--- config.mk ---
export PLATFORM = sky130hd
export DESIGN_NAME = epoch_seconds_to_utc_date_core
export DESIGN_NICKNAME = d
export VERILOG_FILES = /design/src/rtl/esd_pkg.sv /design/src/rtl/esd_day_split.sv /design/src/rtl/esd_time_of_day.sv /design/src/rtl/esd_civil_date.sv /design/src/rtl/epoch_seconds_to_utc_date_core.sv
export SDC_FILE = /design/constraint.sdc
export NUM_CORES = 2
export LEC_CHECK = 0
export ABC_AREA = 1
export BUFFER_PORTS_ARGS = -buffer_cell sky130_fd_sc_hd__buf_2
export CORE_MARGIN = 4
export CORE_UTILIZATION = 62
export CTS_BUF_LIST = sky130_fd_sc_hd__clkbuf_4
export CTS_CLUSTER_SIZE = 25
export DETAILED_ROUTE_END_ITERATION = 10
export GPL_TIMING_DRIVEN = 0
export PLACE_DENSITY = 0.79
export SYNTH_ARGS = -nofsm -noshare
export SYNTH_HDL_FRONTEND = slang
export SYNTH_HIERARCHICAL = 1
export SYNTH_SLANG_ARGS = --single-unit
--- constraint.sdc ---
create_clock -name clk -period 8.1 [get_ports clk]
set_clock_uncertainty 0.15 [all_clocks]
set_input_delay 1.215 -clock clk [delete_from_list [all_inputs] [get_ports clk]]
set_output_delay 1.215 -clock clk [all_outputs]
set_load 0.05 [all_outputs]
--- src/rtl/esd_pkg.sv ---
// Shared constants and helpers for the epoch seconds to UTC date converter.
// Holds field widths, reciprocal multipliers and the month start table.
// No dependencies; every other file imports this package.
`timescale 1ns / 1ps
`default_nettype none

package esd_pkg;

  // Field widths of the request and the result.
  localparam int EPOCH_W   = 40;
  localparam int YEAR_W    = 16;
  localparam int MONTH_W   = 4;
  localparam int MDAY_W    = 5;
  localparam int HOUR_W    = 5;
  localparam int MIN_W     = 6;
  localparam int SEC_W     = 6;
  localparam int WDAY_W    = 3;
  localparam int YDAY_W    = 9;

  // Internal widths.
  localparam int DAYNUM_W  = 24;  // biased day number, always positive
  localparam int TOD_W     = 17;  // seconds within the day
  localparam int DOE_W     = 18;  // day within the 400-year era
  localparam int ERA_W     = 7;   // biased era index
  localparam int YOE_W     = 9;   // year within the era
  localparam int DOY_W     = 9;   // March-based day of year
  localparam int MP_W      = 4;   // March-based month

  // Bias that makes the seconds count positive: a whole number of days.
  localparam logic [EPOCH_W:0]    SPLIT_BIAS = 41'd549763200000;
  // Seconds per day is 128 * 675; the odd factor is divided by reciprocal.
  localparam logic [23:0]         DAY_RECIP  = 24'd12725829;
  localparam logic [11:0]         DAY_ODD    = 12'd675;
  // Day number offset from the biased split to the era-biased day count.
  localparam logic [DAYNUM_W-1:0] ZZ_BIAS    = 24'd200348;

  // Era split.
  localparam logic [13:0]         ERA_RECIP     = 14'd14699;
  localparam logic [DOE_W-1:0]    DAYS_PER_ERA  = 18'd146097;
  localparam logic [DOE_W-1:0]    DOE_LAST      = 18'd146096;
  localparam logic [DOE_W-1:0]    DAYS_PER_CENT = 18'd36524;

  // Weekday: the biased day number plus this offset, modulo seven.
  localparam logic [DAYNUM_W-1:0] WDAY_BIAS  = 24'd3;
  localparam logic [24:0]         WDAY_RECIP = 25'd19173962;

  // Exact reciprocals for small dividends.
  localparam logic [18:0]         DIV1460_RECIP = 19'd367720;  // shift 29
  localparam logic [18:0]         DIV365_RECIP  = 19'd367720;  // shift 27
  localparam logic [12:0]         MP_RECIP      = 13'd3427;    // div 153, shift 19
  localparam logic [17:0]         HOUR_RECIP    = 18'd149131;  // div 3600, shift 29
  localparam logic [12:0]         MIN_RECIP     = 13'd4370;    // div 60, shift 18

  localparam logic [TOD_W-1:0]    SECS_PER_HOUR = 17'd3600;
  localparam logic [11:0]         SECS_PER_MIN  = 12'd60;

  // Year 1900 plus the forty-era bias of the day number, in years.
  localparam logic [16:0]         YEAR_BASE = 17'd17900;
  // March-based day of January 1, and day of year of March 1 in a common year.
  localparam logic [DOY_W-1:0]    JAN1_DOY  = 9'd306;
  localparam logic [DOY_W-1:0]    MAR1_YDAY = 9'd59;
  localparam logic [MP_W-1:0]     MP_JAN    = 4'd10;

  // First March-based day of each month, that is (153 * mp + 2) / 5.
  function automatic logic [DOY_W-1:0] month_start(input logic [MP_W-1:0] mp);
    logic [DOY_W-1:0] start_day;
    case (mp)
      4'd0:    start_day = 9'd0;
      4'd1:    start_day = 9'd31;
      4'd2:    start_day = 9'd61;
      4'd3:    start_day = 9'd92;
      4'd4:    start_day = 9'd122;
      4'd5:    start_day = 9'd153;
      4'd6:    start_day = 9'd184;
      4'd7:    start_day = 9'd214;
      4'd8:    start_day = 9'd245;
      4'd9:    start_day = 9'd275;
      4'd10:   start_day = 9'd306;
      4'd11:   start_day = 9'd337;
      default: start_day = 9'd0;
    endcase
    return start_day;
  endfunction

endpackage

`default_nettype wire

--- src/rtl/esd_day_split.sv ---
// Splits a signed seconds count into a biased day number and seconds of day.
// Four register stages: bias add, reciprocal multiply, remainder, correction.
// Depends on esd_pkg.
`timescale 1ns / 1ps
`default_nettype none

module esd_day_split
  import esd_pkg::*;
(
  input  wire logic                clk,
  input  wire logic                rst,
  input  wire logic                in_valid,
  input  wire logic [EPOCH_W-1:0]  seconds,
  output logic                     out_valid,
  output logic [DAYNUM_W-1:0]      day_num,
  output logic [TOD_W-1:0]         day_secs
);

  logic [3:0]           valid;
  logic [EPOCH_W:0]     u1;
  logic [24:0]          q2;
  logic [11:0]          vlo2;
  logic [6:0]           low2;
  logic [23:0]          q3;
  logic [11:0]          r3;
  logic [6:0]           low3;
  logic [48:0]          prod;
  logic [23:0]          qmul;
  logic [1:0]           delta;
  logic [11:0]          sub;
  logic [11:0]          rfix;

  // Valid bits travel with the data; nothing ever stalls.
  always_ff @(posedge clk) begin
    if (rst) begin
      valid <= '0;
    end else begin
      valid <= {valid[2:0], in_valid};
    end
  end
  assign out_valid = valid[3];

  // Stage 1: add a whole number of days so the count is positive.
  always_ff @(posedge clk) begin
    u1 <= {seconds[EPOCH_W-1], seconds} + SPLIT_BIAS;
  end

  // Stage 2: estimate (u / 128) / 675 from the top bits of u.
  assign prod = 49'(u1[40:16]) * 49'(DAY_RECIP);

  always_ff @(posedge clk) begin
    q2   <= prod[48:24];
    vlo2 <= u1[18:7];
    low2 <= u1[6:0];
  end

  // Stage 3: remainder of the estimate; only its low bits are needed.
  assign qmul = q2[11:0] * DAY_ODD;

  always_ff @(posedge clk) begin
    q3   <= q2[23:0];
    r3   <= vlo2 - qmul[11:0];
    low3 <= low2;
  end

  // Stage 4: the estimate is at most a little low, so fix it by compares.
  always_comb begin
    if (r3 >= 12'(3 * DAY_ODD)) begin
      delta = 2'd3;
      sub   = 12'(3 * DAY_ODD);
    end else if (r3 >= 12'(2 * DAY_ODD)) begin
      delta = 2'd2;
      sub   = 12'(2 * DAY_ODD);
    end else if (r3 >= DAY_ODD) begin
      delta = 2'd1;
      sub   = DAY_ODD;
    end else begin
      delta = 2'd0;
      sub   = 12'd0;
    end
    rfix = r3 - sub;
  end

  always_ff @(posedge clk) begin
    day_num  <= q3 + ZZ_BIAS + 24'(delta);
    day_secs <= {rfix[9:0], low3};
  end

  // The reciprocal estimate is never more than one short.
  a_rem_bound: assert property (@(posedge clk) disable iff (rst)
    valid[2] |-> r3 < 12'(2 * DAY_ODD))
    else $error("day split remainder out of range");

endmodule

`default_nettype wire

--- src/rtl/esd_time_of_day.sv ---
// Breaks seconds of the day into hour, minute and second.
// Four register stages built on exact reciprocal multiplies; no control state.
// Depends on esd_pkg.
`timescale 1ns / 1ps
`default_nettype none

module esd_time_of_day
  import esd_pkg::*;
(
  input  wire logic              clk,
  input  wire logic [TOD_W-1:0]  day_secs,
  output logic [HOUR_W-1:0]      hour,
  output logic [MIN_W-1:0]       minute,
  output logic [SEC_W-1:0]       second
);

  logic [34:0]        ph;
  logic [TOD_W-1:0]   secs1;
  logic [HOUR_W-1:0]  hour1;
  logic [TOD_W-1:0]   h3600;
  logic [TOD_W-1:0]   rem2;
  logic [11:0]        rs2;
  logic [HOUR_W-1:0]  hour2;
  logic [24:0]        pm;
  logic [11:0]        rs3;
  logic [MIN_W-1:0]   min3;
  logic [HOUR_W-1:0]  hour3;
  logic [11:0]        m60;

  // Stage 1: hour by reciprocal of 3600.
  assign ph = 35'(day_secs) * 35'(HOUR_RECIP);

  always_ff @(posedge clk) begin
    hour1 <= ph[33:29];
    secs1 <= day_secs;
  end

  // Stage 2: seconds within the hour.
  assign h3600 = 17'(hour1) * SECS_PER_HOUR;
  assign rem2  = secs1 - h3600;

  always_ff @(posedge clk) begin
    rs2   <= rem2[11:0];
    hour2 <= hour1;
  end

  // Stage 3: minute by reciprocal of 60.
  assign pm = 25'(rs2) * 25'(MIN_RECIP);

  always_ff @(posedge clk) begin
    min3  <= pm[23:18];
    rs3   <= rs2;
    hour3 <= hour2;
  end

  // Stage 4: second within the minute.
  assign m60 = 12'(min3) * SECS_PER_MIN;

  always_ff @(posedge clk) begin
    hour   <= hour3;
    minute <= min3;
    second <= 6'(rs3 - m60);
  end

endmodule

`default_nettype wire

--- src/rtl/esd_civil_date.sv ---
// Converts a biased day number into year, month, day, weekday and day of year.
// Nine register stages: era split, year of era, month, then final assembly.
// Depends on esd_pkg.
`timescale 1ns / 1ps
`default_nettype none

module esd_civil_date
  import esd_pkg::*;
(
  input  wire logic                 clk,
  input  wire logic                 rst,
  input  wire logic                 in_valid,
  input  wire logic [DAYNUM_W-1:0]  day_num,
  output logic                      out_valid,
  output logic signed [YEAR_W-1:0]  year_offset,
  output logic [MONTH_W-1:0]        month_index,
  output logic [MDAY_W-1:0]         day_of_month,
  output logic [WDAY_W-1:0]         weekday,
  output logic [YDAY_W-1:0]         day_of_year
);

  logic [8:0]            valid;

  logic [37:0]           pe;
  logic [DAYNUM_W-1:0]   wx;
  logic [48:0]           pw;
  logic [DAYNUM_W-1:0]   zz1;
  logic [DAYNUM_W-1:0]   wx1;
  logic [ERA_W-1:0]      era1;
  logic [20:0]           wq1;

  logic [DAYNUM_W-1:0]   em2;
  logic [DAYNUM_W-1:0]   er2;
  logic [2:0]            w7;
  logic [18:0]           r2;
  logic [ERA_W-1:0]      era2;
  logic [WDAY_W-1:0]     wday2;

  logic                  wrap3;
  logic [DOE_W-1:0]      doe3;
  logic [ERA_W-1:0]      era3;
  logic [WDAY_W-1:0]     wday3;

  logic [36:0]           pa;
  logic [6:0]            a4;
  logic [2:0]            b4;
  logic                  c4;
  logic [DOE_W-1:0]      doe4;
  logic [ERA_W-1:0]      era4;
  logic [WDAY_W-1:0]     wday4;

  logic [DOE_W-1:0]      n5;
  logic [DOE_W-1:0]      doe5;
  logic [15:0]           era400_5;
  logic [WDAY_W-1:0]     wday5;

  logic [36:0]           py;
  logic [YOE_W-1:0]      yoe6;
  logic [DOE_W-1:0]      doe6;
  logic [15:0]           era400_6;
  logic [WDAY_W-1:0]     wday6;

  logic [1:0]            cent7;
  logic [DOE_W-1:0]      ydays;
  logic [DOE_W-1:0]      doyw;
  logic                  leap_c;
  logic [DOY_W-1:0]      doy7;
  logic [YOE_W-1:0]      yoe7;
  logic                  leap7;
  logic [15:0]           era400_7;
  logic [WDAY_W-1:0]     wday7;

  logic [10:0]           mx;
  logic [22:0]           pmp;
  logic [MP_W-1:0]       mp8;
  logic [DOY_W-1:0]      doy8;
  logic [YOE_W-1:0]      yoe8;
  logic                  leap8;
  logic [15:0]           era400_8;
  logic [WDAY_W-1:0]     wday8;

  logic                  jan;
  logic [16:0]           ysum;
  logic [16:0]           ybias;
  logic [DOY_W-1:0]      mday9;

  // Valid bits travel with the data; nothing ever stalls.
  always_ff @(posedge clk) begin
    if (rst) begin
      valid <= '0;
    end else begin
      valid <= {valid[7:0], in_valid};
    end
  end
  assign out_valid = valid[8];

  // Stage 1: era estimate and day number divided by seven.
  assign pe = 38'(day_num) * 38'(ERA_RECIP);
  assign wx = day_num + WDAY_BIAS;
  assign pw = 49'(wx) * 49'(WDAY_RECIP);

  always_ff @(posedge clk) begin
    zz1  <= day_num;
    wx1  <= wx;
    era1 <= pe[37:31];
    wq1  <= pw[47:27];
  end

  // Stage 2: remainder against the era estimate, and the weekday.
  assign em2 = 24'(era1) * 24'(DAYS_PER_ERA);
  assign er2 = zz1 - em2;
  assign w7  = 3'(wq1[2:0] * 3'd7);

  always_ff @(posedge clk) begin
    r2    <= er2[18:0];
    era2  <= era1;
    wday2 <= wx1[2:0] - w7;
  end

  // Stage 3: the era estimate is at most one short.
  assign wrap3 = r2 >= 19'(DAYS_PER_ERA);

  always_ff @(posedge clk) begin
    if (wrap3) begin
      doe3 <= 18'(r2 - 19'(DAYS_PER_ERA));
      era3 <= era2 + 7'd1;
    end else begin
      doe3 <= r2[DOE_W-1:0];
      era3 <= era2;
    end
    wday3 <= wday2;
  end

  // Stage 4: the leap-day corrections of the year-of-era formula.
  assign pa = 37'(doe3) * 37'(DIV1460_RECIP);

  always_ff @(posedge clk) begin
    a4    <= pa[35:29];
    b4    <= 3'(doe3 >= DAYS_PER_CENT) + 3'(doe3 >= 18'(2 * DAYS_PER_CENT))
           + 3'(doe3 >= 18'(3 * DAYS_PER_CENT)) + 3'(doe3 >= DOE_LAST);
    c4    <= doe3 == DOE_LAST;
    doe4  <= doe3;
    era4  <= era3;
    wday4 <= wday3;
  end

  // Stage 5: corrected day count and the era in years.
  always_ff @(posedge clk) begin
    n5       <= doe4 - 18'(a4) + 18'(b4) - 18'(c4);
    doe5     <= doe4;
    era400_5 <= 16'(era4) * 16'd400;
    wday5    <= wday4;
  end

  // Stage 6: year of era by reciprocal of 365.
  assign py = 37'(n5) * 37'(DIV365_RECIP);

  always_ff @(posedge clk) begin
    yoe6     <= py[35:27];
    doe6     <= doe5;
    era400_6 <= era400_5;
    wday6    <= wday5;
  end

  // Stage 7: March-based day of year and the leap flag of the year.
  always_comb begin
    cent7  = 2'(yoe6 >= 9'd100) + 2'(yoe6 >= 9'd200) + 2'(yoe6 >= 9'd300);
    ydays  = 18'(yoe6) * 18'd365 + 18'(yoe6[YOE_W-1:2]) - 18'(cent7);
    doyw   = doe6 - ydays;
    leap_c = (yoe6[1:0] == 2'd0)
             && !((yoe6 == 9'd100) || (yoe6 == 9'd200) || (yoe6 == 9'd300));
  end

  always_ff @(posedge clk) begin
    doy7     <= doyw[DOY_W-1:0];
    yoe7     <= yoe6;
    leap7    <= leap_c;
    era400_7 <= era400_6;
    wday7    <= wday6;
  end

  // Stage 8: March-based month by reciprocal of 153.
  assign mx  = 11'(doy7) * 11'd5 + 11'd2;
  assign pmp = 23'(mx) * 23'(MP_RECIP);

  always_ff @(posedge clk) begin
    mp8      <= pmp[22:19];
    doy8     <= doy7;
    yoe8     <= yoe7;
    leap8    <= leap7;
    era400_8 <= era400_7;
    wday8    <= wday7;
  end

  // Stage 9: January and February belong to the next calendar year.
  assign jan   = mp8 >= MP_JAN;
  assign ysum  = 17'(era400_8) + 17'(yoe8) + 17'(jan);
  assign ybias = ysum - YEAR_BASE;
  assign mday9 = doy8 - month_start(mp8) + 9'd1;

  always_ff @(posedge clk) begin
    year_offset  <= ybias[YEAR_W-1:0];
    day_of_month <= mday9[MDAY_W-1:0];
    weekday      <= wday8;
    if (jan) begin
      month_index <= mp8 - MP_JAN;
      day_of_year <= doy8 - JAN1_DOY;
    end else begin
      month_index <= mp8 + 4'd2;
      day_of_year <= doy8 + MAR1_YDAY + 9'(leap8);
    end
  end

  // The era estimate never falls more than one era short.
  a_era_bound: assert property (@(posedge clk) disable iff (rst)
    valid[1] |-> r2 < 19'(2 * DAYS_PER_ERA))
    else $error("era remainder out of range");

endmodule

`default_nettype wire

--- src/rtl/epoch_seconds_to_utc_date_core.sv ---
// Top level of the epoch seconds to UTC calendar converter.
// Instantiates esd_day_split, esd_time_of_day and esd_civil_date; uses esd_pkg.
//
// Usage:
//   A request is taken at a rising edge with start high and busy low. It
//   carries one signed 40-bit count of seconds since 1970-01-01 00:00 UTC.
//   Every request gives exactly one result: year minus 1900, month 0..11,
//   day of month, hour, minute, second, weekday (0 is Sunday) and day of year.
//   The result is on the ports for one cycle with done high; the receiver
//   cannot hold it off, and none is needed since nothing inside ever waits.
//   The result passes through the register stages of both submodules (4 stages
//   split seconds into days, 9 stages turn the day number into a date; the time
//   of day is computed alongside and delayed to match).
//   Throughput: one request per cycle, start may stay high continuously.
//   busy is high only during reset. Reset drops every request in flight;
//   no result comes out for them.
`timescale 1ns / 1ps
`default_nettype none

module epoch_seconds_to_utc_date_core
  import esd_pkg::*;
(
  input  wire logic                 clk,
  input  wire logic                 rst,
  input  wire logic                 start,
  output logic                      busy,
  input  wire logic [EPOCH_W-1:0]   epoch_seconds,
  output logic                      done,
  output logic signed [YEAR_W-1:0]  year_offset,
  output logic [MONTH_W-1:0]        month_index,
  output logic [MDAY_W-1:0]         day_of_month,
  output logic [HOUR_W-1:0]         hour_of_day,
  output logic [MIN_W-1:0]          minute_of_hour,
  output logic [SEC_W-1:0]          second_of_minute,
  output logic [WDAY_W-1:0]         weekday,
  output logic [YDAY_W-1:0]         day_of_year
);

  localparam int TOD_DLY = 5;
  localparam int HMS_W   = HOUR_W + MIN_W + SEC_W;

  logic                  accept;
  logic                  split_valid;
  logic [DAYNUM_W-1:0]   day_num;
  logic [TOD_W-1:0]      day_secs;
  logic [HOUR_W-1:0]     tod_hour;
  logic [MIN_W-1:0]      tod_min;
  logic [SEC_W-1:0]      tod_sec;
  logic [HMS_W-1:0]      hms_dly [TOD_DLY];

  assign busy   = rst;
  assign accept = start && !busy;

  // Seconds count to day number and seconds of day.
  esd_day_split u_split (
    .clk       (clk),
    .rst       (rst),
    .in_valid  (accept),
    .seconds   (epoch_seconds),
    .out_valid (split_valid),
    .day_num   (day_num),
    .day_secs  (day_secs)
  );

  // Time of day runs beside the date pipeline.
  esd_time_of_day u_tod (
    .clk      (clk),
    .day_secs (day_secs),
    .hour     (tod_hour),
    .minute   (tod_min),
    .second   (tod_sec)
  );

  // Day number to calendar date; its valid output is the result strobe.
  esd_civil_date u_date (
    .clk          (clk),
    .rst          (rst),
    .in_valid     (split_valid),
    .day_num      (day_num),
    .out_valid    (done),
    .year_offset  (year_offset),
    .month_index  (month_index),
    .day_of_month (day_of_month),
    .weekday      (weekday),
    .day_of_year  (day_of_year)
  );

  // Delay line that lines the time of day up with the date.
  always_ff @(posedge clk) begin
    hms_dly[0] <= {tod_hour, tod_min, tod_sec};
    for (int i = 1; i < TOD_DLY; i++) begin
      hms_dly[i] <= hms_dly[i-1];
    end
  end

  assign {hour_of_day, minute_of_hour, second_of_minute} = hms_dly[TOD_DLY-1];

  // Every accepted request produces a result strobe.
  a_latency: assert property (@(posedge clk) disable iff (rst)
    accept |-> ##13 done)
    else $error("result strobe missing after request");

  // Date fields of a result lie within their calendar ranges.
  a_date_range: assert property (@(posedge clk) disable iff (rst)
    done |-> (month_index <= 4'd11) && (day_of_month != 5'd0)
             && (weekday <= 3'd6) && (day_of_year <= 9'd365))
    else $error("date field out of range");

  // Time fields of a result lie within their ranges.
  a_time_range: assert property (@(posedge clk) disable iff (rst)
    done |-> (hour_of_day <= 5'd23) && (minute_of_hour <= 6'd59)
             && (second_of_minute <= 6'd59))
    else $error("time field out of range");

endmodule

`default_nettype wire
==> flow_summary.yaml <==
outcome:
  outcome: "finished, final reports clean"
yosys:
  synthesis.nets: 9782
  synth_top_family_by_area: "adder cells"
  yosysTopAreaCell: "ha_1"
  synth-edff-count: 0
  syn_area_um2: 68100
  yosysWarnings: 6
  synth_seq_cells: 651
  synthFlopType: "dfxtp_1"
  synth.avg_cell_area_um2: 9.12
  synth_cell_type_count: 61
  synth_xor_area_share_pct: 3.57
  synth_simple_gate_area_share_pct: 11.6
  yosysTopAreaCellShare_pct: 27.1
  muxShareOfSynthArea_pct: 0
  yosys-top-cells-area: "ha_1, fa_1, dfxtp_1"
  synthCells: 7465
  ys_seq_area_share_pct: 19.1
  yosys.area_share.adder_pct: 50.5
  synth_compound_area_share_pct: 5.30
  synthArstFlopShare_pct: 0
route:
  wl_per_cell_um: 15.5
  routed_wirelength_mm: 144
  drt_iter0_drc: 2489
  dr.pass1.iters: 6
  drc_errors: 0
  ant_nets: 0
  vias_per_cell: 5.28
  vias: 49015
placed_design:
  dp_hpwl_mm: 121
  port_buffers: 98
  place_area_um2: 70400
  dp_cells: 8977
  gp_congestion: 0.955
clock_tree:
  cts_buffer_depth: 3
  cts_inserted_buffers: 161
  path_clk_slew_ns: 0.06
  htreeDepth: 4
  clkSinkCount: 651
  cts_root_buffer: "clkbuf_4"
  clk_latency_ns: 1.07
  cts_tree: "done"
setup_path:
  reg2reg_depth: 28
  r2r_end: "u_date/wq1[0]$_DFF_P_"
  cp-start-kind: "flip-flop"
  slowest_delay_ns: 0.73
  crit_required_ns: 8.89
  crit_path_frequent_cell: "inv_1"
  critPathArrivalTime_ns: 8.48
  rr_startpoint: "u_split/day_num[1]$_DFF_P_"
  crit_path_end_kind: "flip-flop"
  crit_slowest_cell: "dfxtp_1"
  ff2ff_setup_slack_ns: 0.40
  cp_max_fo: 8
  setup.worst_path.class: "flip-flop to flip-flop"
floorplanning:
  core_um2: 109000
  die_area_um2: 115000
  row_count: 121
  chipWidth_um: 339
  ios: 99
  initial_utilization_pct: 62.5
  die_y_um: 339
finish:
  design_area_um2: 72500
  final_cell_mix: "inv_1, ha_1, nand2_1, fa_1, dfxtp_1"
  area_growth_pct: 6.48
  fin_nets: 10047
  drive_gt1_share_pct: 5.96
  mostFrequentLayoutCell: "inv_1"
  instances_no_fill: 9276
timing:
  rsz0062_at_grt: "no"
  slew_violations: 0
  timing.final.crit_period_ns: 7.70
  relSlewSlack_pct: 16.3
  finalSetupViolCount: 0
  hold_violations: 0
  fin_crit_sh_pct: 95.0
  fmax_mhz: 130
  setup_tns_ns: 0
  worst_pin_slew_ns: 1.25
global_route:
  antenna_found_initial: 8
  grt_pass1_wl_mm: 245
  grt_pass1_vias: 52134
  grt_max_degree: 17
  grt_usage_pct: 25.8
  overflow: 0
min_path:
  hold_class: "flip-flop to flip-flop"
  min_to: "u_split/q3[22]$_DFF_P_"
  min_from: "u_split/q2[22]$_DFF_P_"
  worstHoldPathCells: 0
run:
  drv.max_cap_violation_count: 0
cell usage after synthesis (64+ instances only):
library cell	count
a21oi_1	296
dfxtp_1	651
xnor2_1	105
nor2_1	383
ha_1	1478
inv_1	1753
o21ai_0	171
fa_1	796
nand4_1	64
nand2_1	1008
nand3_1	220
xor2_1	165
logic make-up after synthesis:
| group | Yosys count |
|---|---|
| fa+ha+maj | 2274 |
| simple gates | 1855 |
| buf+inv | 1773 |
| flops | 651 |
| compound gates | 638 |
| xor+xnor | 274 |
worst max path at each step:
stage | slack (ns) | endpoint | depth (start not counted) | from
floorplan | 1.82 | flip-flop | 30 | u_date/doy7[0]$_DFF_P_
global placement | 0.61 | u_date/wq1[2]$_DFF_P_ | 22 | u_split/day_num[0]$_DFF_P_
detailed placement | 0.49 | u_date/wq1[2]$_DFF_P_ | 25 | u_split/day_num[0]$_DFF_P_
CTS | 0.41 | u_date/wq1[2]$_DFF_P_ | 25 | u_split/day_num[0]$_DFF_P_
global route | 0.03 | u_date/wq1[0]$_DFF_P_ | 28 | u_split/day_num[6]$_DFF_P_
finish | 0.40 | u_date/wq1[0]$_DFF_P_ | 28 | u_split/day_num[1]$_DFF_P_
per-stage QoR:
| step | utilization (%) | hold slack [ns] | setup slack, ns |
|---|---|---|---|
| after floorplan | - | 0.160 | 1.82 |
| after global placement | 64.6 | 0.160 | 0.614 |
| after detailed placement | 64.6 | 0.162 | 0.487 |
| after CTS | 66.5 | 0.00787 | 0.406 |
| after global routing | 66.5 | 0.0306 | 0.0292 |
| final | 66.5 | 0.136 | 0.404 |
routing by layer:
layer	vias up	wire length, um	track usage [%]
met1	23447	60700	31.9
met3	330	6780	3.68
met4	4	4240	8.72
met2	1164	72100	46.2
li1	24070	-	-
met5	-	27	0
state kept, by name (all words and copies together), names as in the netlist, 12 cells and up, named ones only:
name                flops
hms_dly                85
u_date/doe3            18
u_date/doe4            18
u_date/era400_5        12
u_date/era400_6        12
u_date/era400_7        12
u_date/era400_8        12
u_date/n5              18
u_date/r2              19
u_date/year_offset     16
u_date/zz1             19
u_split/day_num        24
u_split/day_secs       17
u_split/q2             24
u_split/q3             24
u_split/r3             12
u_split/u1             41
u_split/vlo2           12
u_tod/rs2              12
u_tod/secs1            12
cell type report:
class                      instances  area, um^2
multi-input combinational       5041       48400
fill                            8658       36500
sequential                       651       13000
inverter                        1765        6630
tap                             1414        1770
clock buffer                     226        1700
timing repair buffer             102         531
clock inverter                    63         374
buffer                             8        63.8
antenna                            6        15.0
critical path: cells and delay by family, from the launching register on:
kind	cells	cell delay [ns]
compound gates	1	0.21
fa+ha+maj	9	3.66
flops	1	0.73
xor+xnor	2	0.61
simple gates	10	1.62
buf+inv	6	0.58
repair_timing:
| action | CTS | global route |
|---|---|---|
| buffers inserted | 0 | 0 |
| hold buffers | 4 | 0 |
| setup endpoints to repair | 0 | 2 |
| hold endpoints to repair | 4 | 0 |
| gates resized for setup | 0 | 5 |
Power is left out: the tool's default activity adds up to more than one toggle a clock period on the data nets, which glitch-free logic cannot reach.
